File: src/design/smavg_pkg.sv
// Shared types, constants and sizes for the sensor frame moving average block.
`timescale 1ns / 1ps

package smavg_pkg;

   localparam int CHANNELS    = 64;
   localparam int WINDOW      = 50;
   localparam int QUEUE_DEPTH = 2;

   localparam int SAMPLE_W = 8;
   localparam int CFG_W    = 7;
   localparam int AVG_W    = 15;
   localparam int DIFF_W   = 16;
   localparam int CHAN_W   = 6;

   localparam logic [SAMPLE_W-1:0] DELIM = 8'd255;
   localparam int SCALE = 100;

   localparam int CH_W        = (CHANNELS > 1) ? $clog2(CHANNELS) : 1;
   localparam int SLOT_W      = $clog2(WINDOW);
   localparam int SUM_MAX     = 255 * WINDOW;
   localparam int SUM_W       = $clog2(SUM_MAX + 1);
   localparam int STORE_DEPTH = CHANNELS * WINDOW;
   localparam int STORE_AW    = (STORE_DEPTH > 1) ? $clog2(STORE_DEPTH) : 1;
   localparam int QPTR_W      = (QUEUE_DEPTH > 1) ? $clog2(QUEUE_DEPTH) : 1;
   localparam int QCNT_W      = $clog2(QUEUE_DEPTH + 1);

   // Ceiling division by WINDOW via an exact reciprocal multiply.
   localparam int NUM_MAX   = SUM_MAX * SCALE + WINDOW - 1;
   localparam int NUM_W     = $clog2(NUM_MAX + 1);
   localparam int DIV_SHIFT = NUM_W + $clog2(WINDOW);
   localparam longint unsigned RECIP =
      ((64'd1 << DIV_SHIFT) + 64'(WINDOW) - 64'd1) / 64'(WINDOW);
   localparam int RECIP_W   = $clog2(RECIP + 1);
   localparam int PROD_W    = NUM_W + RECIP_W;

   typedef struct packed {
      logic [SAMPLE_W-1:0] rx_byte;
      logic                warmup;
   } req_type;

   typedef struct packed {
      logic [CHAN_W-1:0]        channel;
      logic [SAMPLE_W-1:0]      sample;
      logic [AVG_W-1:0]         average_hundredths;
      logic signed [DIFF_W-1:0] difference_hundredths;
   } rsp_type;

   typedef struct packed {
      logic [CH_W-1:0]     channel;
      logic [SAMPLE_W-1:0] sample;
      logic                warm;
   } job_type;

   typedef struct packed {
      logic full;
      logic empty;
   } queue_status_type;

   typedef enum logic [1:0] {
      FP_IDLE    = 2'd0,
      FP_INDEX   = 2'd1,
      FP_READING = 2'd2
   } frame_pos_type;

   typedef enum logic [2:0] {
      BK_IDLE,
      BK_READ,
      BK_UPDATE,
      BK_DIVIDE,
      BK_RESULT,
      BK_FILL
   } back_state_type;

endpackage

File: src/design/smavg_queue.sv
// Short job queue between the frame parser and the averaging engine.
`timescale 1ns / 1ps

module smavg_queue import smavg_pkg::*; (
   input  logic             clock,
   input  logic             reset,
   input  logic             push,
   input  job_type          push_job,
   input  logic             pop,
   output job_type          head,
   output queue_status_type status
);

   job_type           slot_ff [QUEUE_DEPTH];
   logic [QPTR_W-1:0] wr_ptr_ff, wr_ptr_in;
   logic [QPTR_W-1:0] rd_ptr_ff, rd_ptr_in;
   logic [QCNT_W-1:0] count_ff, count_in;
   logic              do_push;
   logic              do_pop;

   assign status.full  = (count_ff == QCNT_W'(QUEUE_DEPTH));
   assign status.empty = (count_ff == '0);
   assign do_push      = push && !status.full;
   assign do_pop       = pop && !status.empty;
   assign head         = slot_ff[rd_ptr_ff];

   always_comb begin
      wr_ptr_in = wr_ptr_ff;
      rd_ptr_in = rd_ptr_ff;
      count_in  = count_ff;
      if (do_push) begin
         wr_ptr_in = (wr_ptr_ff == QPTR_W'(QUEUE_DEPTH - 1)) ? '0 : wr_ptr_ff + 1'b1;
      end
      if (do_pop) begin
         rd_ptr_in = (rd_ptr_ff == QPTR_W'(QUEUE_DEPTH - 1)) ? '0 : rd_ptr_ff + 1'b1;
      end
      if (do_push && !do_pop) begin
         count_in = count_ff + 1'b1;
      end else if (do_pop && !do_push) begin
         count_in = count_ff - 1'b1;
      end
   end

   always_ff @(posedge clock) begin
      if (do_push) begin
         slot_ff[wr_ptr_ff] <= push_job;
      end
   end

   always_ff @(posedge clock) begin
      if (reset) begin
         wr_ptr_ff <= '0;
         rd_ptr_ff <= '0;
         count_ff  <= '0;
      end else begin
         wr_ptr_ff <= wr_ptr_in;
         rd_ptr_ff <= rd_ptr_in;
         count_ff  <= count_in;
      end
   end

endmodule

File: config.mk
export PLATFORM = sky130hd
export DESIGN_NAME = smavg_queue
export DESIGN_NICKNAME = d
export VERILOG_FILES = /design/src/design/smavg_pkg.sv /design/src/design/smavg_queue.sv
export SDC_FILE = /design/constraint.sdc
export NUM_CORES = 1
export LEC_CHECK = 0
export BUFFER_PORTS_ARGS = -buffer_cell sky130_fd_sc_hd__buf_4
export CORE_MARGIN = 4
export CORE_UTILIZATION = 45
export CTS_CLUSTER_DIAMETER = 50
export DETAILED_ROUTE_END_ITERATION = 10
export PLACE_DENSITY = 0.8
export SLEW_MARGIN = 30
export SYNTH_ARGS = -nofsm -noshare
export SYNTH_HDL_FRONTEND = slang
export SYNTH_SLANG_ARGS = --single-unit
File: constraint.sdc
create_clock -name clock -period 1.7 [get_ports clock]
set_input_delay 0.51 -clock clock [delete_from_list [all_inputs] [get_ports clock]]
set_output_delay 0.51 -clock clock [all_outputs]
set_load 0.05 [all_outputs]
======== Word level (Yosys, flattened, before mapping) ========
Memory sizes are Yosys's and may differ from the RTL's. A register that Yosys moved wholly into a read port is not among the register bits.
Index checks and enable logic that the tools add are counted.
word-level totals
  input port bits ......................... 19
  memories ................................ 1
  output and inout bits ................... 17
  flip-flop bits (word level) ............. 4
  memory bits (read-only) ................. 0
  word-level logic and storage cells ...... 27
  bits in latches ......................... 0
  memory bits (writable) .................. 30
cells by class
  divide/modulo/power cells ............... 0
  multiply operators ...................... 0
  reduce and logical (&&, ||, !) cells .... 10
  mux-type cells .......................... 8
  bitwise logic cells ..................... 0
  eq/ne operators ......................... 1
  $lt $le $gt $ge ......................... 0
  add/subtract/negate cells ............... 4
  shift operators ......................... 0
memory list
  memory   words  bits a word  read ports  clocked after memory_dff  write ports  line               source
  slot_ff  2      15           1           1                         1            smavg_queue.sv:14  job_type slot_ff [QUEUE_DEPTH];
operators by type and width
  cell                   count
  $mux W1                6
  $logic_and A1 B1 Y1    4
  $logic_not A1 Y1       4
  $mux W2                2
  $add A1 B1 Y1 const B  2
  $add A2 B1 Y2 const B  1
  $eq A2 B2 Y1 const B   1
  $logic_not A2 Y1       1
  $reduce_bool A2 Y1     1
  $sub A2 B1 Y2 const B  1

======== Depth between registers and ports, before layout ========
Gate-level depths: netlist of run 1.
  word-level depth ........................ 7
  depth in mapped cells ................... 6

======== Least setup slack after synthesis of run 1 ========
No wires, ideal clock.
  kind .................................... flip-flop to flip-flop
  start ................................... register count_ff[1]
  end ..................................... register count_ff[1]
  setup slack ............................. -0.119 ns
  clock period less this slack ............ 1.819 ns
  cell stages (with the launch flop) ...... 6
  buffers on the path ..................... 0
  arrival ................................. 1.750 ns
  cell sequence ........................... dfxtp_1 -> nor2b_2 -> nor2_1 -> ha_1 -> or3_1 -> a21oi_1
RTL lines
  element                 line               source
  from (decl)             smavg_queue.sv:17  logic [QCNT_W-1:0] count_ff, count_in;
  from (signal assigned)  smavg_queue.sv:58  count_ff <= count_in;

==> qor.csv, run 1 <==
stage,metric,value,unit
min_path,hold_depth,1,
setup_path,path_cells,buf_8 > mux2_4 > buf_8,
pwr,power_frac_seq,37.1,%
timing,setup_viol,15,
global_routing,overflow,0,
global_routing,grt_use_total,14.5,%
logic_synthesis,synth_top_family_by_area,multiplexers,
clocking,postCtsSetupRepairBufs,0,
timing,finClkSkew,0.0124,ns
logic_synthesis,synth-simple-area-share,3.57,%
timing,fin_crit,1.84,ns
drt,drc,0,
die,die_width,61.7,um
die,row_count,19,
placement,dp_cells,142,
pwr,pwr-share-clk,12.9,%
drt,routed_wl,2310,um
logic_synthesis,netlist_instances,72,
min_path,min_path_type,input port to flop,
logic_synthesis,synth_area_per_cell,18.0,um2
die,die_h,61.7,um
cells_and_area,diodes,0,
cells_and_area,final_nets,139,
clocking,ctsHtreeMaxLevel,2,
die,fp.coreArea,2760,um2
placement,post-dp-hpwl,1590,um
timing,drv_slew,0,
logic_synthesis,syn_area,1300,um2
timing,setup_ws,-0.138,ns
clocking,cts_max_path_buffers,2,
placement,port_buffers,35,
clocking,cts_sinks,35,
clocking,clkLatencyLatePin,0.33,ns
clocking,root_buffer,clkbuf_4,
timing,fmax,544,MHz
drt,drt-wirelength-per-cell,15.3,um
outcome,status,"complete, but fails checks",
drt,routed_via_density,4.99,
pwr,p_per_area,1670,nW/um2
die,die_area,3810,um2
logic_synthesis,synth_compound_area_share,1.93,%
logic_synthesis,synth_fa_ha_area_share,0.964,%
setup_path,arrival,1.33,ns
logic_synthesis,muxShareOfSynthArea,13.0,%
pwr,switching_share,37.4,%
timing,worst_pin_slew,0.253,ns
clocking,clkSlewWorstSetupHoldPaths,0.10,ns
timing,rsz0062_at_grt,true,
setup_path,critPathSlowestCell,dfxtp_4,
logic_synthesis,ys_seq_elements,35,
timing,slew_headroom,83.1,%
pwr,p_sw,1.18,mW
timing,min_period_over_period,108,%
pwr,p_comb_share,50.0,%
pwr,p_int,1.97,mW
logic_synthesis,syn-num-nets,92,
logic_synthesis,ys_warn_count,0,
drt,num_vias,753,
global_routing,grt_pass1_vias,836,
cells_and_area,fillers,179,
drt,drt_iter0_markers,21,
logic_synthesis,synthXorXnorAreaFrac,2.03,%
global_routing,grt_max_degree,11,
clocking,cts_buffers,5,
global_routing,grt_pass1_wl,3750,um
setup_path,crit_type,flop to primary output,
cells_and_area,synthToLayoutAreaGrowth,45.6,%
setup_path,crit_required,1.19,ns
cells_and_area,drive_above_1_share,55.0,%
setup_path,path_max_fanout,6,
logic_synthesis,ys_types,13,
pwr,power,3.15,mW
outcome,violations,negative setup slack,
timing,hold_violations,0,
job,drv_cap,0,
global_routing,antenna_found_initial,0,
pwr,ir_drop,1220,uV
die,pin_count,36,
placement,place.gp.congestion,0.756,
drt,postRouteAntennaNets,0,
clocking,cts_tree,done,
die,start_util,47.1,%
cells_and_area,fin_cells,151,
pwr,power_leakage,0.769,nW
setup_path,r2r_cells,5,
logic_synthesis,ys_seq_area_share,77.1,%
setup_path,critPathMostFrequentCell,buf_8,
setup_path,critPathCaptureType,primary output,
drt,drt_pre_antenna_iters,2,
setup_path,critPathMaxStageDelay,0.39,ns
setup_path,start_kind,flop,
## worst max-delay path, delay by kind of cell, from the launching register on
family	cells	cell delay (ns)
muxes	1	0.31
DFF	1	0.39
buffers and inverters	2	0.29
## cells in the mapped netlist (all sizes together)
library cell	number	area [um2]
a21oi	2	10.0
and2	1	6.26
buf	2	10.0
dfxtp	5	100
edfxtp	30	901
ha	1	12.5
inv	2	7.51
mux2	15	169
nor2	5	18.8
nor2b	1	8.76
o21ai	3	15.0
or3	2	12.5
xor2	3	26.3
## final timing paths
check                        to        start  slack, ns
setup / recovery        head[6]         flop      -0.14
hold / removal    slot_ff[0][4]  push_job[4]       0.36
setup reg to reg    count_ff[1]  count_ff[0]       0.17
hold reg to reg       wr_ptr_ff    wr_ptr_ff       0.50
## metal layers
| layer | track usage (%) | routed length (um) |
|---|---|---|
| met1 | 15.6 | 898 |
| met2 | 24.1 | 1170 |
| met3 | 6.61 | 196 |
| met4 | 7.27 | 50 |
| met5 | 0 | 0 |
## cell type report
type	instances	area, um2	share of cell area (%)
clock inverters	1	5.00	0.265
well taps	31	38.8	2.05
inverters	2	7.51	0.397
flip-flops and latches	35	1010	53.2
repair buffers	42	447	23.6
clock buffers	7	45.0	2.38
multi-input cells	33	340	18.0
## power groups by stage
| stage | logic, mW | registers [mW] | clock network (mW) |
|---|---|---|---|
| 2_1_floorplan | 0.886 | 1.15 | 0 |
| 3_3_place_gp | 1.22 | 1.16 | 0 |
| 3_5_place_dp | 1.25 | 1.17 | 0 |
| 4_1_cts | 1.59 | 1.17 | 0.431 |
| 5_1_grt | 1.65 | 1.19 | 0.474 |
| 6_report | 1.58 | 1.17 | 0.406 |
## sequential cells by signal, summed over array words and instances, names as in the netlist, named ones only
name,cells
count_ff,2
rd_ptr_ff,1
slot_ff,30
wr_ptr_ff,1
## metrics by stage
| step | TNS, ns | setup WS, ns | util, % | cell area [um2] | hold WS [ns] |
|---|---|---|---|---|---|
| finish | -1.95 | -0.138 | 68.5 | 1890 | 0.356 |
| global placement | 0 | 0.117 | 59.4 | 1640 | 0.477 |
| detailed placement | 0 | 0.0456 | 59.4 | 1640 | 0.480 |
| CTS | -2.25 | -0.157 | 68.5 | 1890 | 0.341 |
| floorplan | 0 | 0.0698 | - | 1300 | 0.452 |
| global route | -2.73 | -0.192 | 68.5 | 1890 | 0.333 |
## cell usage in the layout (no fill, tap or decap)
master and instances:
a21oi_1 2, and2_1 1, buf_4 24, buf_6 1, buf_8 17, clkbuf_1 2
clkbuf_4 5, clkinv_2 1, dfxtp_1 3, dfxtp_2 1, dfxtp_4 1, edfxtp_1 30
ha_1 1, inv_1 2, mux2_4 15, nor2_1 5, nor2b_4 1, o21ai_0 2
o21ai_1 1, or3_1 2, xor2_1 3
## what timing repair did
item | 4_1_cts | 5_1_grt
hold buffers | 0 | 0
gates resized for setup | 53 | 2
cloned | 1 | 0
setup endpoints to repair | 15 | 17
## kinds of logic after synthesis
group,after synthesis
and+or+nand+nor,9
adders and majority gates,1
muxes,15
xor gates and xnor gates,3
AOI/OAI and AO/OA,5
buffers and inverters,4
DFF,35
No activity file was read; power rests on OpenSTA's default activity.
==> run 2: changes to the inputs <==
BUFFER_PORTS_ARGS = -buffer_cell sky130_fd_sc_hd__clkbuf_2   (was -buffer_cell sky130_fd_sc_hd__buf_4)
==> qor.csv, run 2 (synthesis results as in run 1) <==
stage,metric,value,unit,change
drt,drt-wirelength-per-cell,16.7,um,+9.2%
timing,drv_slew,0,,unchanged
die,die_area,3810,um2,unchanged
timing,min_period_over_period,109,%,+1.0 points
die,row_count,19,,unchanged
setup_path,r2r-start,count_ff[0],,
cells_and_area,multiInputGateArea,340,um2,unchanged
setup_path,crit_type,flop to primary output,,
setup_path,critPathCaptureType,primary output,,
min_path,hp-start,push_job[6],,
clocking,cts_max_path_buffers,2,,unchanged
global_routing,grt_pass1_vias,824,,-1.4%
die,die_width,61.7,um,unchanged
setup_path,rrSetupSlack,0.12,ns,-0.05 ns
clocking,cts_buffers,5,,unchanged
die,pin_count,36,,unchanged
timing,setup_ws,-0.156,ns,-0.0176 ns
timing,worst_pin_slew,0.256,ns,+0.00305 ns
clocking,cts_sinks,35,,unchanged
cells_and_area,drive_above_1_share,56.7,%,+1.7 points
drt,postRouteAntennaNets,0,,unchanged
cells_and_area,largest_register_ffs,30,,unchanged
drt,drt_pre_antenna_iters,4,,+2
clocking,cts_tree,done,,
drt,routed_wl,2530,um,+9.2%
timing,setup_tns,-2.04,ns,-0.0897 ns
setup_path,r2r_end,count_ff[1],,
setup_path,start_kind,flop,,
timing,fin_crit,1.86,ns,+0.0176 ns
timing,hold_violations,0,,unchanged
cells_and_area,diodes,0,,unchanged
cells_and_area,final_area,1900,um2,+0.40%
drt,drt_iter0_markers,17,,-19%
cells_and_area,register_area,1010,um2,unchanged
timing,finClkSkew,0.0120,ns,-0.000385 ns
clocking,root_buffer,clkbuf_4,,
cells_and_area,synthToLayoutAreaGrowth,46.2,%,
timing,rsz0062_at_grt,true,,
clocking,clkSlewWorstSetupHoldPaths,0.11,ns,about the same
global_routing,grt_max_degree,12,,+1
cells_and_area,fin_util,68.8,%,+0.27 points
timing,whs,0.354,ns,-0.00189 ns
global_routing,grt_pass1_wl,3770,um,+0.37%
cells_and_area,mostFrequentLayoutCells,"edfxtp_1, clkbuf_2, mux2_4",,
drt,routed_via_density,5.06,,+1.5%
global_routing,antenna_found_initial,0,,unchanged
setup_path,arrival,1.35,ns,+0.02 ns
placement,place.gp.congestion,0.759,,+0.38%
drt,drc,0,,unchanged
clocking,clkLatencyLatePin,0.34,ns,about the same
cells_and_area,regMostFlops,slot_ff,,
global_routing,overflow,0,,unchanged
drt,num_vias,764,,+1.5%
clocking,ctsHtreeMaxLevel,2,,unchanged
timing,slew_headroom,82.9,%,-0.20 points
placement,placed_area,1550,um2,-5.3%
placement,post-dp-hpwl,1720,um,+8.1%
global_routing,grt_use_total,14.8,%,+0.26 points
pwr,p_per_area,1780,nW/um2,+6.7%
timing,fmax,539,MHz,-0.95%
job,drv_cap,0,,unchanged
cells_and_area,final_common_cell,edfxtp_1,,
pwr,ir_drop,1160,uV,-4.9%
die,start_util,47.1,%,unchanged
cells_and_area,final_nets,139,,unchanged
pwr,power_leakage,0.785,nW,+2.1%
min_path,min_path_type,input port to flop,,
die,die_h,61.7,um,unchanged
min_path,min_to,slot_ff[1][6],,
cells_and_area,top_regs,"slot_ff: 30 flops, count_ff: 2 flops",,
pwr,power,3.38,mW,+7.1%
outcome,status,"complete, but fails checks",,
outcome,violations,negative setup slack,,
setup_path,r2r_cells,5,,unchanged
die,fp.coreArea,2760,um2,unchanged
setup_path,path_max_fanout,6,,unchanged
cells_and_area,fillers,209,,+17%
setup_path,crit_required,1.19,ns,about the same
clocking,postCtsSetupRepairBufs,0,,unchanged
timing,setup_viol,15,,unchanged
min_path,hold_depth,1,,unchanged
placement,port_buffers,35,,unchanged
-- run 2: critical path, stage by stage (launching register included) --
cell	delay (ns)
dfxtp_4	0.39
buf_8	0.13
mux2_4	0.31
clkbuf_16	0.17
-- run 2: worst max-delay path by stage --
stage,startpoint,end,slack [ns],cells after the start
2_1_floorplan,count_ff[1],count_ff[1],0.07,5
5_1_grt,flop,head[0],-0.21,3
4_1_cts,flop,head[0],-0.18,3
3_3_place_gp,flop,head[12],0.11,3
3_5_place_dp,push,count_ff[1],0.03,6
6_report,flop,head[0],-0.16,3
-- run 2: what timing repair did --
item / CTS / global route
cloned: 1 / 0
hold buffers: 0 / 0
endpoints found under the setup margin: 16 / 18
resized for setup: 50 / 23
-- run 2: area by class of cell --
cell class / instances / area share, %
sequential: 35 / 53.0
timing repair buffer: 42 / 22.0
tap: 31 / 2.04
multi-input combinational: 33 / 17.9
inverter: 2 / 0.396
clock inverter: 2 / 1.85
clock buffer: 6 / 2.70
-- run 2: metal layers --
layer  part of all wire (%)  GRT usage (%)  up-vias
li1                       -              -      366
met1                     35           15.4      363
met2                     54           24.8       29
met3                    9.0           7.02        6
met4                    2.0           7.27        0
met5                      0              0        -
-- run 2: stage by stage --
step	setup slack (ns)	cells
4_1_cts	-0.177	151
3_3_place_gp	0.112	142
6_report	-0.156	151
3_5_place_dp	0.0329	142
5_1_grt	-0.210	151
2_1_floorplan	0.0698	72
-- run 2: power by group --
group	total (mW)	switching, mW	internal (mW)
logic	1.58	0.861	0.722
clock network	0.621	0.274	0.348
registers	1.17	0.0765	1.09
total	3.38	1.21	2.16
