===== src/design/smavg_pkg.sv =====
// Shared types, constants and sizes for the sensor frame moving average block.
`timescale 1ns / 1ps

package smavg_pkg;

   localparam int CHANNELS    = 64;
   localparam int WINDOW      = 50;
   localparam int QUEUE_DEPTH = 2;

   localparam int SAMPLE_W = 8;
   localparam int CFG_W    = 7;
   localparam int AVG_W    = 15;
   localparam int DIFF_W   = 16;
   localparam int CHAN_W   = 6;

   localparam logic [SAMPLE_W-1:0] DELIM = 8'd255;
   localparam int SCALE = 100;

   localparam int CH_W        = (CHANNELS > 1) ? $clog2(CHANNELS) : 1;
   localparam int SLOT_W      = $clog2(WINDOW);
   localparam int SUM_MAX     = 255 * WINDOW;
   localparam int SUM_W       = $clog2(SUM_MAX + 1);
   localparam int STORE_DEPTH = CHANNELS * WINDOW;
   localparam int STORE_AW    = (STORE_DEPTH > 1) ? $clog2(STORE_DEPTH) : 1;
   localparam int QPTR_W      = (QUEUE_DEPTH > 1) ? $clog2(QUEUE_DEPTH) : 1;
   localparam int QCNT_W      = $clog2(QUEUE_DEPTH + 1);

   // Ceiling division by WINDOW via an exact reciprocal multiply.
   localparam int NUM_MAX   = SUM_MAX * SCALE + WINDOW - 1;
   localparam int NUM_W     = $clog2(NUM_MAX + 1);
   localparam int DIV_SHIFT = NUM_W + $clog2(WINDOW);
   localparam longint unsigned RECIP =
      ((64'd1 << DIV_SHIFT) + 64'(WINDOW) - 64'd1) / 64'(WINDOW);
   localparam int RECIP_W   = $clog2(RECIP + 1);
   localparam int PROD_W    = NUM_W + RECIP_W;

   typedef struct packed {
      logic [SAMPLE_W-1:0] rx_byte;
      logic                warmup;
   } req_type;

   typedef struct packed {
      logic [CHAN_W-1:0]        channel;
      logic [SAMPLE_W-1:0]      sample;
      logic [AVG_W-1:0]         average_hundredths;
      logic signed [DIFF_W-1:0] difference_hundredths;
   } rsp_type;

   typedef struct packed {
      logic [CH_W-1:0]     channel;
      logic [SAMPLE_W-1:0] sample;
      logic                warm;
   } job_type;

   typedef struct packed {
      logic full;
      logic empty;
   } queue_status_type;

   typedef enum logic [1:0] {
      FP_IDLE    = 2'd0,
      FP_INDEX   = 2'd1,
      FP_READING = 2'd2
   } frame_pos_type;

   typedef enum logic [2:0] {
      BK_IDLE,
      BK_READ,
      BK_UPDATE,
      BK_DIVIDE,
      BK_RESULT,
      BK_FILL
   } back_state_type;

endpackage


===== src/design/smavg_front.sv =====
// Frame parser: takes request bytes, holds the channel count and queues completed frames.
`timescale 1ns / 1ps

module smavg_front import smavg_pkg::*; (
   input  logic             clock,
   input  logic             reset,
   input  logic             req_valid,
   output logic             req_ready,
   input  req_type          req_data,
   input  logic             csr_wr_en,
   input  logic [CFG_W-1:0] csr_wr_data,
   input  queue_status_type q_status,
   output logic             q_push,
   output job_type          q_job
);

   frame_pos_type       pos_ff, pos_in;
   logic [SAMPLE_W-1:0] pend_ff, pend_in;
   logic [CFG_W-1:0]    active_ff;
   logic                accept;
   logic                in_range;

   assign req_ready = !q_status.full;
   assign accept    = req_valid && req_ready;
   assign in_range  = (9'(pend_ff) < 9'(CHANNELS)) && (9'(pend_ff) < 9'(active_ff));

   always_comb begin
      pos_in         = pos_ff;
      pend_in        = pend_ff;
      q_push         = 1'b0;
      q_job.channel  = pend_ff[CH_W-1:0];
      q_job.sample   = req_data.rx_byte;
      q_job.warm     = req_data.warmup;
      if (accept) begin
         unique case (pos_ff)
            FP_INDEX: begin
               pend_in = req_data.rx_byte;
               pos_in  = FP_READING;
            end
            FP_READING: begin
               pos_in = FP_IDLE;
               q_push = in_range;
            end
            default: begin
               pos_in = FP_IDLE;
            end
         endcase
         if (req_data.rx_byte == DELIM) begin
            pos_in = FP_INDEX;
         end
      end
   end

   always_ff @(posedge clock) begin
      if (reset) begin
         pos_ff    <= FP_IDLE;
         pend_ff   <= '0;
         active_ff <= CFG_W'(36);
      end else begin
         pos_ff  <= pos_in;
         pend_ff <= pend_in;
         if (csr_wr_en) begin
            active_ff <= csr_wr_data;
         end
      end
   end

endmodule


===== config.mk =====
export PLATFORM = sky130hd
export DESIGN_NAME = smavg_front
export DESIGN_NICKNAME = d
export VERILOG_FILES = /design/src/design/smavg_pkg.sv /design/src/design/smavg_front.sv
export SDC_FILE = /design/constraint.sdc
export NUM_CORES = 1
export LEC_CHECK = 0
export BUFFER_PORTS_ARGS = -buffer_cell sky130_fd_sc_hd__buf_2
export CORE_MARGIN = 2
export CORE_UTILIZATION = 42
export CTS_CLUSTER_DIAMETER = 120
export CTS_CLUSTER_SIZE = 25
export DETAILED_ROUTE_END_ITERATION = 12
export PLACE_DENSITY = 0.74
export SLEW_MARGIN = 20
export SYNTH_ARGS = -nofsm -noshare
export SYNTH_HDL_FRONTEND = slang
export SYNTH_SLANG_ARGS = --single-unit

===== constraint.sdc =====
create_clock -name clock -period 1.7 [get_ports clock]
set_input_delay 0.51 -clock clock [delete_from_list [all_inputs] [get_ports clock]]
set_output_delay 0.51 -clock clock [all_outputs]
set_load 0.05 [all_outputs]

Yosys cells after proc, flatten, opt, wreduce, memory -nomap -nowiden
Cells that the tools add are included.
- output and inout port bits: 17
- input bits: 22
- bits in registers: 17
- logic and storage cells: 16
- equal/unequal tests: 3
- order comparisons: 2
- reduce and logical (&&, ||, !) cells: 4
- mux-type cells: 4
- operators with widths (operator ; number):
    $eq 8x8->1 const B ; 1
    $lt 8x7->1 ; 1
    $lt 8x7->1 const B ; 1
    $mux 2 ; 2
    $eq 2x1->1 const B ; 1
    $eq 2x2->1 const B ; 1
    $logic_and 1x1->1 ; 2
    $mux 1 ; 2
    $reduce_and 2->1 ; 1
    $logic_not 1->1 ; 1

Logic depth before layout (Yosys ltp)
Gate-level depths: netlist (run 1).
- word-level depth: 4
- depth in mapped cells: 6
- depth with buffers taken out: 6

Least setup slack after synthesis (run 1)
OpenSTA, ideal clock, no wires.
- kind: reg-to-output
- from: register active_ff[5]
- to: output q_push
- slack: -630 ps
- stages on the path, launching flop included: 7
- path buffers: 0
- arrival time: 1820 ps
- required time: 1190 ps
- cell sequence: dfxtp_1 inv_1 ha_1 a211o_1 a21oi_1 o21ai_0 a21oi_1
- word-level cells in the longest chain between the ends: 4
- RTL lines (element ; line ; text):
    start: declaration ; smavg_front.sv:19 ; logic [CFG_W-1:0] active_ff;
    start signal: assignment ; smavg_front.sv:63 ; active_ff <= csr_wr_data;
    $lt 8x7->1 ; smavg_front.sv:25 ; assign in_range = (9'(pend_ff) < 9'(CHANNELS)) && (9'(pend_ff) < 9'(active_ff));
    $logic_and 1x1->1 ; smavg_front.sv:25 ;
    $mux 1 ; smavg_front.sv:35 ; unique case (pos_ff)
    $mux 1 ; smavg_front.sv:34 ; if (accept) begin
    end: declaration ; smavg_front.sv:13 ; output logic q_push,
No other way between the ends.

Final worst setup path (run 1)
Same ends and word-level chain as after synthesis.

==> impl_results.rst, run 1 <==
.. list-table::
   :header-rows: 1

   * - Metric
     - Value
   * - Number of H-tree levels
     - 1
   * - Crit path launch type
     - flop
   * - Max-cap check violation count
     - 0
   * - Final-report setup violation count
     - 1
   * - Via count of the first global-routing pass
     - 734
   * - Number of synthesized flops with an enable pin
     - 0
   * - Global-route wire length before repair
     - 2970 µm
   * - Number of buffer cells added on primary ports
     - 35
   * - Classification of the worst-slack hold path
     - in2reg
   * - Initial core utilization
     - 45.8%
   * - Reg2Reg Depth
     - 3
   * - Max_slew headroom
     - 77.2%
   * - Die height
     - 51.0 µm
   * - Worst slew pin tran
     - 0.341 ns
   * - Number of top-level design ports
     - 39
   * - Worst Hold Endpoint
     - active_ff[2]$_SDFFE_PP1P_
   * - Die Area
     - 2600 µm²
   * - Number of buffers between clock root and the deepest sink
     - 2
   * - Crit Reg-Reg Endpoint
     - pend_ff[5]$_SDFFE_PP0P_
   * - HPWL reported at the end of detailed placement
     - 1420 µm
   * - Largest driver fanout on the critical path
     - 2
   * - Total power density per cell area
     - 669 nW/µm²
   * - Final cell count without fillers
     - 168
   * - Core Box Area
     - 2020 µm²
   * - Critical Path RT
     - 1.19 ns
   * - Violations in the final reports
     - setup timing
   * - Worst hold path depth
     - 3
   * - Leading area contributor after synthesis
     - dfxtp_1
   * - Ant diodes
     - 0
   * - Top cells by area in the synthesized netlist
     - dfxtp_1, buf_4, ha_1, nand2_1, mux2i_1
   * - Share of synthesized registers carrying an async set or reset
     - 0%
   * - Worst setup margin
     - -0.430 ns
   * - Detailed Route Iter0 Violations
     - 12
   * - Dominant synthesized flop cell
     - dfxtp_1
   * - Antenna violations before repair
     - 0
   * - Number of instances in the synthesized netlist
     - 111
   * - Total congestion overflow
     - 0
   * - Antenna-violating nets left
     - 0
   * - Vias
     - 815
   * - Cell with the most instances after synthesis
     - nand2_1
   * - Share of the clock period used by the worst path
     - 125%
   * - Clock-pin slew of the registers on the worst-case setup and hold paths
     - 0.10 ns
   * - Slew Viols, Final
     - 0
   * - Slowest stage cell on the critical path
     - dfxtp_2
   * - Most used standard cells in the synthesized netlist
     - nand2_1, dfxtp_1, buf_4
   * - Synthesized cell area
     - 926 µm²
   * - CTS sink cnt
     - 17
   * - Critical path startpoint
     - active_ff[5]$_SDFFE_PP1P_
   * - Final wirelength
     - 1920 µm
   * - Power, Total
     - 0.781 mW
   * - Post-DR vias/cell
     - 4.85
   * - Startpoint of the worst register-to-register path
     - pos_ff[0]$_SDFFE_PP0P_
   * - Final critical path time including I/O delays and setup
     - 2.13 ns
   * - Final Hold Fails
     - 0
   * - Average footprint of a synthesized cell
     - 8.34 µm²
   * - Run status
     - finished with violations
   * - Flop2flop setup slack
     - 0.61 ns
   * - Pin count of the biggest net entering global routing
     - 17
   * - Peak supply drop
     - 0.000597 V
   * - Clock root cell
     - clkbuf_4
   * - Fraction of layout cells with a size suffix above 1
     - 46.8%
   * - TritonCTS clock tree
     - yes
   * - Post-synthesis to final-layout area growth
     - 26.1%
   * - Synthesis Warnings
     - 0
   * - Number of clock buffers inserted by TritonCTS
     - 3
   * - Count of TritonRoute iterations in the first routing pass
     - 4
   * - Area share of the largest cell type after synthesis
     - 36.8%
   * - Routed wirelength normalized by instance count
     - 11.4 µm
   * - Arrival time at the worst endpoint
     - 1.62 ns
   * - RSZ-0062 raised after global routing
     - true
   * - Number of nets in the layout
     - 170
   * - Worst-case setup slack after placement
     - -0.303 ns
   * - Clock latency reported for the late side of the worst-skew pair
     - 0.30 ns
   * - Count of unique library cells instantiated by Yosys
     - 24
   * - Crit end category
     - output pin
   * - Weighted congestion at the end of routability-driven global placement
     - 0.756
   * - Slowest cell delay on critical path
     - 0.33 ns
   * - Final setup skew
     - 0.00523 ns
   * - Critical-path cell list
     - inv_2 -> ha_4 -> a211o_1 -> a21oi_2 -> o21ai_2 -> a21oi_4 -> buf_6
   * - Placed cell count
     - 163
   * - Class of the most critical setup path
     - reg2out
   * - Post-route worst hold slack
     - 0.427 ns
   * - Overall fraction of global-route tracks in use
     - 15.8%
   * - Portion of the post-synthesis area used by sequential elements
     - 36.8%
   * - Source of the worst hold timing path
     - csr_wr_data[2]
   * - Number of storage elements in the synthesis netlist
     - 17
   * - Number of rows in the core area
     - 16
   * - Leakage power summed over all cells
     - 0.562 nW
   * - Net count of the mapped netlist
     - 139
   * - Achievable clock frequency
     - 470 MHz
   * - DRC
     - 0
   * - Die extent in x
     - 51.0 µm
[worst max path at each step]
stage	endpoint	cells past startpoint
floorplan	q_push	6
finish	q_push	7
global route	q_push	7
global placement	q_push	7
detailed placement	q_push	7
CTS	q_push	7
[placed cells by master, fill, tap and decap left out, drive strengths merged]
cell type | netlist | final
nand2 | 19 | 19
clkbuf | 1 | 3
nand3b | 1 | 1
o21ai | 2 | 2
nor2 | 8 | 8
and3b | 1 | 1
inv | 8 | 8
ha | 6 | 6
mux2i | 6 | 6
dfxtp | 17 | 17
o21a | 1 | 1
nor3 | 1 | 1
buf | 18 | 45
nor3b | 1 | 1
nand2b | 2 | 2
clkinv | 0 | 1
a211o | 1 | 1
nand4 | 2 | 2
nor2b | 1 | 1
o211ai | 2 | 2
a21oi | 12 | 12
nand4b | 1 | 1
[kinds of logic (layout without fill, tap and decap cells)]
kind of cell	after synthesis	after routing	synth area share, %
simple gates	37	37	19.2
buf+inv	27	57	17.7
compound gates	18	18	11.8
flops	17	17	36.8
fa+ha+maj	6	6	8.11
mux	6	6	6.49
[worst max-delay path: cells and delay by family, from the launching register on]
family	cells	cell delay (ns)
AOI/OAI and AO/OA	4	0.57
adders and majority gates	1	0.19
DFF	1	0.33
buffers and inverters	2	0.23
[cell type report]
type | count | area [µm²]
clock buffer | 3 | 22.5
clock inverter | 1 | 5.00
fill | 199 | 855
inverter | 8 | 30.0
multi-input combinational | 67 | 473
sequential | 17 | 347
tap | 27 | 33.8
timing repair buffer | 45 | 256
[routing by layer]
metal | track usage (%) | wire, µm
met1 | 16.9 | 845
met2 | 27.1 | 916
met3 | 6.43 | 137
met4 | 6.76 | 25
met5 | 0 | 0
[repair_timing]
action                                  in CTS  in global routing
endpoints found under the hold margin        0                  0
setup buffers                                1                  0
hold buffers                                 0                  0
resized for setup                            9                  7
pin swaps                                    1                  3
endpoints found under the setup margin       1                  1
[flip-flops by register name, summed over array words and instances (netlist names)]
signal,count
active_ff,7
pend_ff,8
pos_ff,2
[metrics by stage]
step	area (µm²)	TNS, ns	utilization, %
finish	1170	-0.430	57.7
global route	1170	-0.524	57.7
CTS	1140	-0.497	56.6
detailed placement	1080	-0.303	53.4
global placement	1080	-0.290	53.4
floorplan	937	-0.199	-
[report_power, final]
group          internal, mW  switching (mW)  total, mW
Combinational        0.0518          0.0892      0.141
Sequential            0.409         0.00450      0.414
Clock                0.0879           0.138      0.226
(Power assumes the default switching activity.)
==> run 2: changes to the inputs <==
--- a/config.mk
+++ b/config.mk
@@ -5,13 +5,14 @@
 export SDC_FILE = /design/constraint.sdc
 export NUM_CORES = 1
 export LEC_CHECK = 0
-export BUFFER_PORTS_ARGS = -buffer_cell sky130_fd_sc_hd__buf_2
+export BUFFER_PORTS_ARGS = -buffer_cell sky130_fd_sc_hd__clkbuf_2
 export CORE_MARGIN = 2
 export CORE_UTILIZATION = 42
 export CTS_CLUSTER_DIAMETER = 120
 export CTS_CLUSTER_SIZE = 25
 export DETAILED_ROUTE_END_ITERATION = 12
 export PLACE_DENSITY = 0.74
+export SETUP_SLACK_MARGIN = 0.2
 export SLEW_MARGIN = 20
 export SYNTH_ARGS = -nofsm -noshare
 export SYNTH_HDL_FRONTEND = slang
==> run 2 against run 1 <==
Effect of this change: the flow still finishes with violations (setup timing); clock power decreased by 4%; sequential power about the same; die area unchanged; setup slack got worse by 0.032 ns; clock skew increased by 0.0037 ns; combinational power decreased by 5%; wire length decreased by 11%; hold slack got worse by 0.0045 ns; largest cell class unchanged.
==> impl_results.rst, run 2 (same netlist as run 1, synthesis figures left out) <==
.. list-table::
   :header-rows: 1

   * - Metric
     - Value
   * - Run status
     - finished with violations (unchanged)
   * - Violations in the final reports
     - setup timing (unchanged)
   * - Routed wirelength normalized by instance count
     - 10.3 µm (was 11.4 µm)
   * - Critical-path cell list
     - inv_2 -> ha_4 -> a211o_1 -> a21oi_1 -> o21ai_1 -> a21oi_4 -> buf_12 (was inv_2 -> ha_4 -> a211o_1 -> a21oi_2 -> o21ai_2 -> a21oi_4 -> buf_6)
   * - Share of the clock period used by the worst path
     - 127% (was 125%)
   * - Final critical path time including I/O delays and setup
     - 2.16 ns (was 2.13 ns)
   * - Placed cell count
     - 161 (was 163)
   * - Final cell count without fillers
     - 166 (was 168)
   * - Met2 WL
     - 811 µm (was 916 µm)
   * - Slowest stage cell on the critical path
     - dfxtp_2 (unchanged)
   * - Number of top-level design ports
     - 39 (unchanged)
   * - Met1 wire length
     - 740 µm (was 845 µm)
   * - Category of cells accounting for the largest share of critical-path delay
     - compound AO/OA/AOI/OAI gates (unchanged)
   * - Leading cell type in the layout, fill and taps excluded
     - clkbuf_2 (was buf_2)
   * - End point of the critical path
     - q_push (unchanged)
   * - Worst slew pin tran
     - 0.340 ns (was 0.341 ns)
   * - Startpoint of the worst register-to-register path
     - pos_ff[0]$_SDFFE_PP0P_ (unchanged)
   * - Initial core utilization
     - 45.8% (unchanged)
   * - Number of clock buffers inserted by TritonCTS
     - 3 (unchanged)
   * - Final-report setup violation count
     - 1 (unchanged)
   * - Final wirelength
     - 1720 µm (was 1920 µm)
   * - Number of H-tree levels
     - 1 (unchanged)
   * - Post-DR vias/cell
     - 4.77 (was 4.85)
   * - Critical Path RT
     - 1.19 ns (about the same)
   * - Number of nets in the layout
     - 168 (was 170)
   * - Total congestion overflow
     - 0 (unchanged)
   * - Commonest cells after routing, fill and taps aside
     - clkbuf_2, nand2_1, dfxtp_1 (was buf_2, nand2_1, dfxtp_1)
   * - Critical path startpoint
     - active_ff[5]$_SDFFE_PP1P_ (unchanged)
   * - Highest layer used for signal routing
     - met4 (unchanged)
   * - Global-route wire length before repair
     - 2980 µm (was 2970 µm)
   * - Met3 wirelength from detailed routing
     - 142 µm (was 137 µm)
   * - Via count of the first global-routing pass
     - 723 (was 734)
   * - RSZ-0062 raised after global routing
     - true (unchanged)
   * - Classification of the worst-slack hold path
     - in2reg (unchanged)
   * - Worst setup margin
     - -0.461 ns (was -0.430 ns)
   * - Peak supply drop
     - 0.000578 V (was 0.000597 V)
   * - Crit Reg-Reg Endpoint
     - pend_ff[6]$_SDFFE_PP0P_ (was pend_ff[5]$_SDFFE_PP0P_)
   * - Largest Register
     - pend_ff (unchanged)
   * - Number of buffers between clock root and the deepest sink
     - 2 (unchanged)
   * - Crit path launch type
     - flop (unchanged)
   * - Flip-flop and latch area
     - 347 µm² (unchanged)
   * - Number of buffer cells added on primary ports
     - 35 (unchanged)
   * - Combined area of the multi-input logic cells
     - 453 µm² (was 473 µm²)
   * - Fillers
     - 184 (was 199)
   * - CTS sink cnt
     - 17 (unchanged)
   * - Die extent in x
     - 51.0 µm (unchanged)
   * - Max-cap check violation count
     - 0 (unchanged)
   * - Ant diodes
     - 0 (unchanged)
   * - Crit end category
     - output pin (unchanged)
   * - Die height
     - 51.0 µm (unchanged)
   * - Overall fraction of global-route tracks in use
     - 15.5% (was 15.8%)
   * - Leakage power summed over all cells
     - 0.556 nW (was 0.562 nW)
   * - Slew Viols, Final
     - 0 (unchanged)
   * - Die Area
     - 2600 µm² (unchanged)
   * - Final design area excluding fillers
     - 1170 µm² (about the same)
   * - Detailed Route Iter0 Violations
     - 4 (was 12)
   * - Vias
     - 791 (was 815)
   * - Cell Area, Placed
     - 1080 µm² (unchanged)
   * - Core Box Area
     - 2020 µm² (unchanged)
   * - TritonCTS clock tree
     - yes (unchanged)
   * - Critical Path Stages
     - 7 (unchanged)
   * - Clock root cell
     - clkbuf_4 (unchanged)
   * - HPWL reported at the end of detailed placement
     - 1380 µm (was 1420 µm)
   * - Post-synthesis to final-layout area growth
     - 26.8% (was 26.1%)
   * - Final cell utilization of the core
     - 58.0% (was 57.7%)
   * - Flop2flop setup slack
     - 0.62 ns (was 0.61 ns)
   * - DRC
     - 0 (unchanged)
   * - Sum of negative setup slack
     - -0.461 ns (was -0.430 ns)
   * - Final setup skew
     - 0.00893 ns (was 0.00523 ns)
   * - Reg2Reg Depth
     - 3 (unchanged)
   * - Class of the most critical setup path
     - reg2out (unchanged)
   * - Antenna-violating nets left
     - 0 (unchanged)
   * - Slowest cell delay on critical path
     - 0.33 ns (about the same)
   * - Number of rows in the core area
     - 16 (unchanged)
   * - Final Hold Fails
     - 0 (unchanged)
   * - Largest driver fanout on the critical path
     - 2 (unchanged)
   * - Total power density per cell area
     - 651 nW/µm² (was 669 nW/µm²)
   * - Max_slew headroom
     - 77.3% (was 77.2%)
   * - Registers with the most flip-flops
     - pend_ff x8, active_ff x7, pos_ff x2 (unchanged)
   * - Clock latency reported for the late side of the worst-skew pair
     - 0.29 ns (was 0.30 ns)
   * - Antenna violations before repair
     - 0 (unchanged)
   * - Power, Total
     - 0.765 mW (was 0.781 mW)
   * - Weighted congestion at the end of routability-driven global placement
     - 0.701 (was 0.756)
   * - Flip-flop count of the largest register, all copies and words added
     - 8 (unchanged)
   * - Fraction of layout cells with a size suffix above 1
     - 43.2% (was 46.8%)
   * - Worst hold path depth
     - 3 (unchanged)
   * - Achievable clock frequency
     - 463 MHz (was 470 MHz)
   * - Arrival time at the worst endpoint
     - 1.65 ns (was 1.62 ns)
   * - Pin count of the biggest net entering global routing
     - 17 (unchanged)
   * - Clock-pin slew of the registers on the worst-case setup and hold paths
     - 0.10 ns (about the same)
   * - Count of TritonRoute iterations in the first routing pass
     - 4 (unchanged)
   * - Hold buffers post-CTS
     - 0 (unchanged)
   * - Number of buffer and inverter instances along the worst setup path
     - 2 (unchanged)
## run 2: cell count changes in the layout (fill, tap and decap cells not counted), sizes merged
| cell | delta |
|---|---|
| buf | -34 |
| clkbuf | +32 |
## run 2: power breakdown
group          switching, mW  total [mW]  leakage (nW)  internal (mW)
registers            0.00447       0.414         0.140          0.409
logic                 0.0850       0.134         0.398         0.0494
clock network          0.129       0.216        0.0177         0.0876
total                  0.218       0.765         0.556          0.546
## run 2: metrics by stage
| stage | setup WS [ns] | hold WS, ns |
|---|---|---|
| detailed placement | -0.234 | 0.467 |
| global placement | -0.212 | 0.463 |
| floorplan | -0.199 | 0.445 |
| finish | -0.461 | 0.423 |
| global route | -0.585 | 0.434 |
| CTS | -0.511 | 0.415 |
## run 2: worst min path at each step
stage                                  startpoint                        end  slack [ns]
after floorplan           pend_ff[7]$_SDFFE_PP0P_    pend_ff[7]$_SDFFE_PP0P_        0.44
after global placement    pend_ff[0]$_SDFFE_PP0P_    pend_ff[0]$_SDFFE_PP0P_        0.46
after detailed placement  pend_ff[0]$_SDFFE_PP0P_    pend_ff[0]$_SDFFE_PP0P_        0.47
after CTS                          csr_wr_data[2]  active_ff[2]$_SDFFE_PP1P_        0.41
after global routing               csr_wr_data[2]  active_ff[2]$_SDFFE_PP1P_        0.43
final                              csr_wr_data[2]  active_ff[2]$_SDFFE_PP1P_        0.42
## run 2: timing repair
action / in CTS / in global routing
pin swaps: 1 / 1
setup endpoints to repair: 5 / 6
gates cloned: 0 / 0
buffers inserted: 0 / 1
hold endpoints to repair: 0 / 0
resized for setup: 13 / 8
## run 2: final cells by class
class / count / area share [%]
Clock inverter: 1 / 0.426
Tap cell: 27 / 2.88
Timing Repair Buffer: 43 / 24.1
Inverter: 8 / 2.56
Multi-Input combinational cell: 67 / 38.6
Sequential cell: 17 / 29.5
Clock buffer: 3 / 1.92
## run 2: routing by layer
metal  up-vias  GRT usage (%)
met4         0           5.41
li1        411              -
met1       347           18.7
met5         -              0
met3         5           6.43
met2        28           24.7
## run 2: worst reg2reg max path, stage by stage, from the launching register on
cell and delay, ns:
dfxtp_1 0.38, and3b_1 0.38, nand2_1 0.11, a21oi_1 0.13
==> run 3: changes to the inputs <==
--- a/config.mk
+++ b/config.mk
@@ -6,12 +6,15 @@
 export NUM_CORES = 1
 export LEC_CHECK = 0
 export BUFFER_PORTS_ARGS = -buffer_cell sky130_fd_sc_hd__clkbuf_2
+export CAP_MARGIN = 15
+export CELL_PAD_IN_SITES_DETAIL_PLACEMENT = 1
+export CELL_PAD_IN_SITES_GLOBAL_PLACEMENT = 1
 export CORE_MARGIN = 2
-export CORE_UTILIZATION = 42
+export CORE_UTILIZATION = 29
 export CTS_CLUSTER_DIAMETER = 120
 export CTS_CLUSTER_SIZE = 25
 export DETAILED_ROUTE_END_ITERATION = 12
-export PLACE_DENSITY = 0.74
+export PLACE_DENSITY = 0.73
 export SETUP_SLACK_MARGIN = 0.2
 export SLEW_MARGIN = 20
 export SYNTH_ARGS = -nofsm -noshare
==> constraint.sdc (replaced) <==
create_clock -name clock -period 1.8 [get_ports clock]
set_input_delay 0.54 -clock clock [delete_from_list [all_inputs] [get_ports clock]]
set_output_delay 0.54 -clock clock [all_outputs]
set_load 0.05 [all_outputs]
==> run 3 against run 2 <==
Effect of this change: setup slack lost 0.0086 ns; global-route usage down 2.0 points; combinational power decreased by 4%; via count increased by 3.7%; cell area decreased by 0.11%; the flow still finishes with violations (setup timing); total power down 3.3%; register-to-register slack improved by 0.06 ns; sequential share of layout area is 0.18 points lower; core utilization is 20 points lower; wire length up 35%; flip-flop and latch count unchanged; die area is 41% higher.
==> impl_results.rst, run 3 (same netlist as run 1, synthesis figures left out) <==
.. list-table::
   :header-rows: 1

   * - Metric
     - Value
   * - Largest Register
     - pend_ff (unchanged)
   * - Die height
     - 60.5 µm (was 51.0 µm)
   * - Post-route worst hold slack
     - 0.452 ns (was 0.423 ns)
   * - Leading cell type in the layout, fill and taps excluded
     - clkbuf_2 (unchanged)
   * - Run status
     - finished with violations (unchanged)
   * - Pin count of the biggest net entering global routing
     - 17 (unchanged)
   * - Die extent in x
     - 60.5 µm (was 51.0 µm)
   * - Vias
     - 820 (was 791)
   * - Violations in the final reports
     - setup timing (unchanged)
   * - Worst setup margin
     - -0.470 ns (was -0.461 ns)
   * - Total congestion overflow
     - 0 (unchanged)
   * - Max_slew headroom
     - 77.1% (was 77.3%)
   * - Antenna violations before repair
     - 0 (unchanged)
   * - TritonCTS clock tree
     - yes (unchanged)
   * - Global-route wire length before repair
     - 3570 µm (was 2980 µm)
   * - Initial core utilization
     - 30.3% (was 45.8%)
   * - Crit end category
     - output pin (unchanged)
   * - Number of rows in the core area
     - 20 (was 16)
   * - Share of the clock period used by the worst path
     - 126%
   * - Detailed Route Iter0 Violations
     - 25 (was 4)
   * - Fraction of layout cells with a size suffix above 1
     - 43.2% (unchanged)
   * - Final wirelength
     - 2310 µm (was 1720 µm)
   * - Arrival time at the worst endpoint
     - 1.73 ns (was 1.65 ns)
   * - Number of nets in the layout
     - 168 (unchanged)
   * - Count of TritonRoute iterations in the first routing pass
     - 4 (unchanged)
   * - Classification of the worst-slack hold path
     - in2reg (unchanged)
   * - Routed wirelength normalized by instance count
     - 12.6 µm (was 10.3 µm)
   * - Slew Viols, Final
     - 0 (unchanged)
   * - Flip-flop count of the largest register, all copies and words added
     - 8 (unchanged)
   * - Peak supply drop
     - 0.000139 V (was 0.000578 V)
   * - Clock share of power
     - 29.7% (was 28.3%)
   * - Class of the most critical setup path
     - reg2out (unchanged)
   * - DRC
     - 0 (unchanged)
   * - Sw Ratio
     - 30.5% (was 28.6%)
   * - Category of cells accounting for the largest share of critical-path delay
     - compound AO/OA/AOI/OAI gates (unchanged)
   * - Weighted congestion at the end of routability-driven global placement
     - 0.715 (was 0.701)
   * - Core Box Area
     - 3050 µm² (was 2020 µm²)
   * - Final-report setup violation count
     - 1 (unchanged)
   * - Final cell utilization of the core
     - 38.4% (was 58.0%)
   * - Internal Power
     - 0.514 mW (was 0.546 mW)
   * - Max-cap check violation count
     - 0 (unchanged)
   * - CTS sink cnt
     - 17 (unchanged)
   * - Worst slew pin tran
     - 0.342 ns (was 0.340 ns)
   * - Number of buffer and inverter instances along the worst setup path
     - 2 (unchanged)
   * - Final critical path time including I/O delays and setup
     - 2.27 ns
   * - Net switching power
     - 0.225 mW (was 0.218 mW)
   * - Slowest stage cell on the critical path
     - dfxtp_2 (unchanged)
   * - Final Hold Fails
     - 0 (unchanged)
   * - Leakage power summed over all cells
     - 0.552 nW (was 0.556 nW)
   * - Number of clock buffers inserted by TritonCTS
     - 3 (unchanged)
   * - Post-DR vias/cell
     - 4.48 (was 4.77)
   * - Sequential power share
     - 52.9% (was 54.1%)
   * - Number of H-tree levels
     - 1 (unchanged)
   * - Registers with the most flip-flops
     - pend_ff x8, active_ff x7, pos_ff x2 (unchanged)
   * - Clock-pin slew of the registers on the worst-case setup and hold paths
     - 0.11 ns (was 0.10 ns)
   * - Number of buffers between clock root and the deepest sink
     - 2 (unchanged)
   * - Clock root cell
     - clkbuf_4 (unchanged)
   * - Number of top-level design ports
     - 39 (unchanged)
   * - Critical-path cell list
     - inv_2 -> ha_4 -> a211o_1 -> a21oi_2 -> o21ai_2 -> a21oi_4 -> buf_8 (was inv_2 -> ha_4 -> a211o_1 -> a21oi_1 -> o21ai_1 -> a21oi_4 -> buf_12)
   * - Commonest cells after routing, fill and taps aside
     - clkbuf_2, nand2_1, dfxtp_1 (unchanged)
   * - Post-synthesis to final-layout area growth
     - 26.6% (was 26.8%)
   * - Slowest cell delay on critical path
     - 0.34 ns (was 0.33 ns)
   * - Antenna-violating nets left
     - 0 (unchanged)
   * - Via count of the first global-routing pass
     - 838 (was 723)
   * - Overall fraction of global-route tracks in use
     - 13.5% (was 15.5%)
   * - Critical Path RT
     - 1.26 ns (was 1.19 ns)
   * - Largest driver fanout on the critical path
     - 2 (unchanged)
   * - Ant diodes
     - 0 (unchanged)
   * - Achievable clock frequency
     - 441 MHz
   * - HPWL reported at the end of detailed placement
     - 1810 µm (was 1380 µm)
   * - Combinational group share of total power
     - 17.4% (was 17.6%)
   * - RSZ-0062 raised after global routing
     - true (unchanged)
   * - Clock latency reported for the late side of the worst-skew pair
     - 0.30 ns (was 0.29 ns)
   * - Total power density per cell area
     - 631 nW/µm² (was 651 nW/µm²)
   * - Crit path launch type
     - flop (unchanged)
   * - Die Area
     - 3660 µm² (was 2600 µm²)
   * - Final setup skew
     - 0.00206 ns (was 0.00893 ns)
   * - Number of buffer cells added on primary ports
     - 35 (unchanged)
[run 3: cell types whose count changed in the layout (fill, tap and decap cells not counted), moves of 2 or more]
cell and change:
buf_6 -2, clkbuf_4 +2, clkbuf_8 -2, dfxtp_1 +2, dfxtp_2 -2
[run 3: final timing paths]
| check | from | end | slack (ns) | cells past startpoint |
|---|---|---|---|---|
| min reg2reg | pend_ff[0]$_SDFFE_PP0P_ | pend_ff[0]$_SDFFE_PP0P_ | 0.49 | 2 |
| max | active_ff[5]$_SDFFE_PP1P_ | q_push | -0.47 | 7 |
| min | csr_wr_data[2] | active_ff[2]$_SDFFE_PP1P_ | 0.45 | 3 |
| max reg2reg | pos_ff[1]$_SDFFE_PP0P_ | pend_ff[3]$_SDFFE_PP0P_ | 0.68 | 3 |
[run 3: power groups by stage]
stage / sequential (mW) / combinational [mW] / clock, mW
2_1_floorplan: 0.397 / 0.100 / 0
3_3_place_gp: 0.398 / 0.122 / 0
3_5_place_dp: 0.399 / 0.126 / 0
4_1_cts: 0.391 / 0.131 / 0.234
5_1_grt: 0.392 / 0.140 / 0.251
6_report: 0.391 / 0.129 / 0.219
[run 3: final cells by class]
cell class                      instances  area, µm²
Inverter                                8       30.0
Fill cell                             396       1880
Tap cell                               44       55.1
Multi-Input combinational cell         67        460
Sequential cell                        17        344
Clock inverter                          1       5.00
Clock buffer                            3       22.5
Timing Repair Buffer                   43        255
[run 3: worst register-to-register path, stage by stage (launching register included)]
cell and delay [ns]:
dfxtp_1 0.35, and3b_1 0.42, nand2_1 0.10, a21oi_1 0.17
[run 3: routing by layer]
| layer | track usage [%] | part of all wire (%) | vias up |
|---|---|---|---|
| li1 | - | - | 411 |
| met3 | 2.56 | 3.9 | 2 |
| met2 | 24.1 | 51 | 27 |
| met4 | 6.83 | 1.0 | 0 |
| met1 | 15.5 | 44 | 380 |
| met5 | 0 | 0 | - |
[run 3: what timing repair did]
| action | in CTS | in global routing |
|---|---|---|
| gates cloned | 0 | 0 |
| setup endpoints to repair | 3 | 5 |
| resized for setup | 13 | 7 |
| hold buffers | 0 | 0 |
| setup buffers | 0 | 0 |
[run 3: through the flow]
| step | power, mW | TNS, ns | setup slack, ns | std cells | cell area, µm² |
|---|---|---|---|---|---|
| 3_5_place_dp | 0.525 | -0.326 | -0.326 | 179 | 1090 |
| 4_1_cts | 0.755 | -0.458 | -0.458 | 183 | 1170 |
| 6_report | 0.739 | -0.470 | -0.470 | 183 | 1170 |
| 3_3_place_gp | 0.520 | -0.242 | -0.242 | 179 | 1090 |
| 2_1_floorplan | 0.498 | -0.129 | -0.129 | 111 | 937 |
| 5_1_grt | 0.784 | -0.527 | -0.527 | 183 | 1170 |
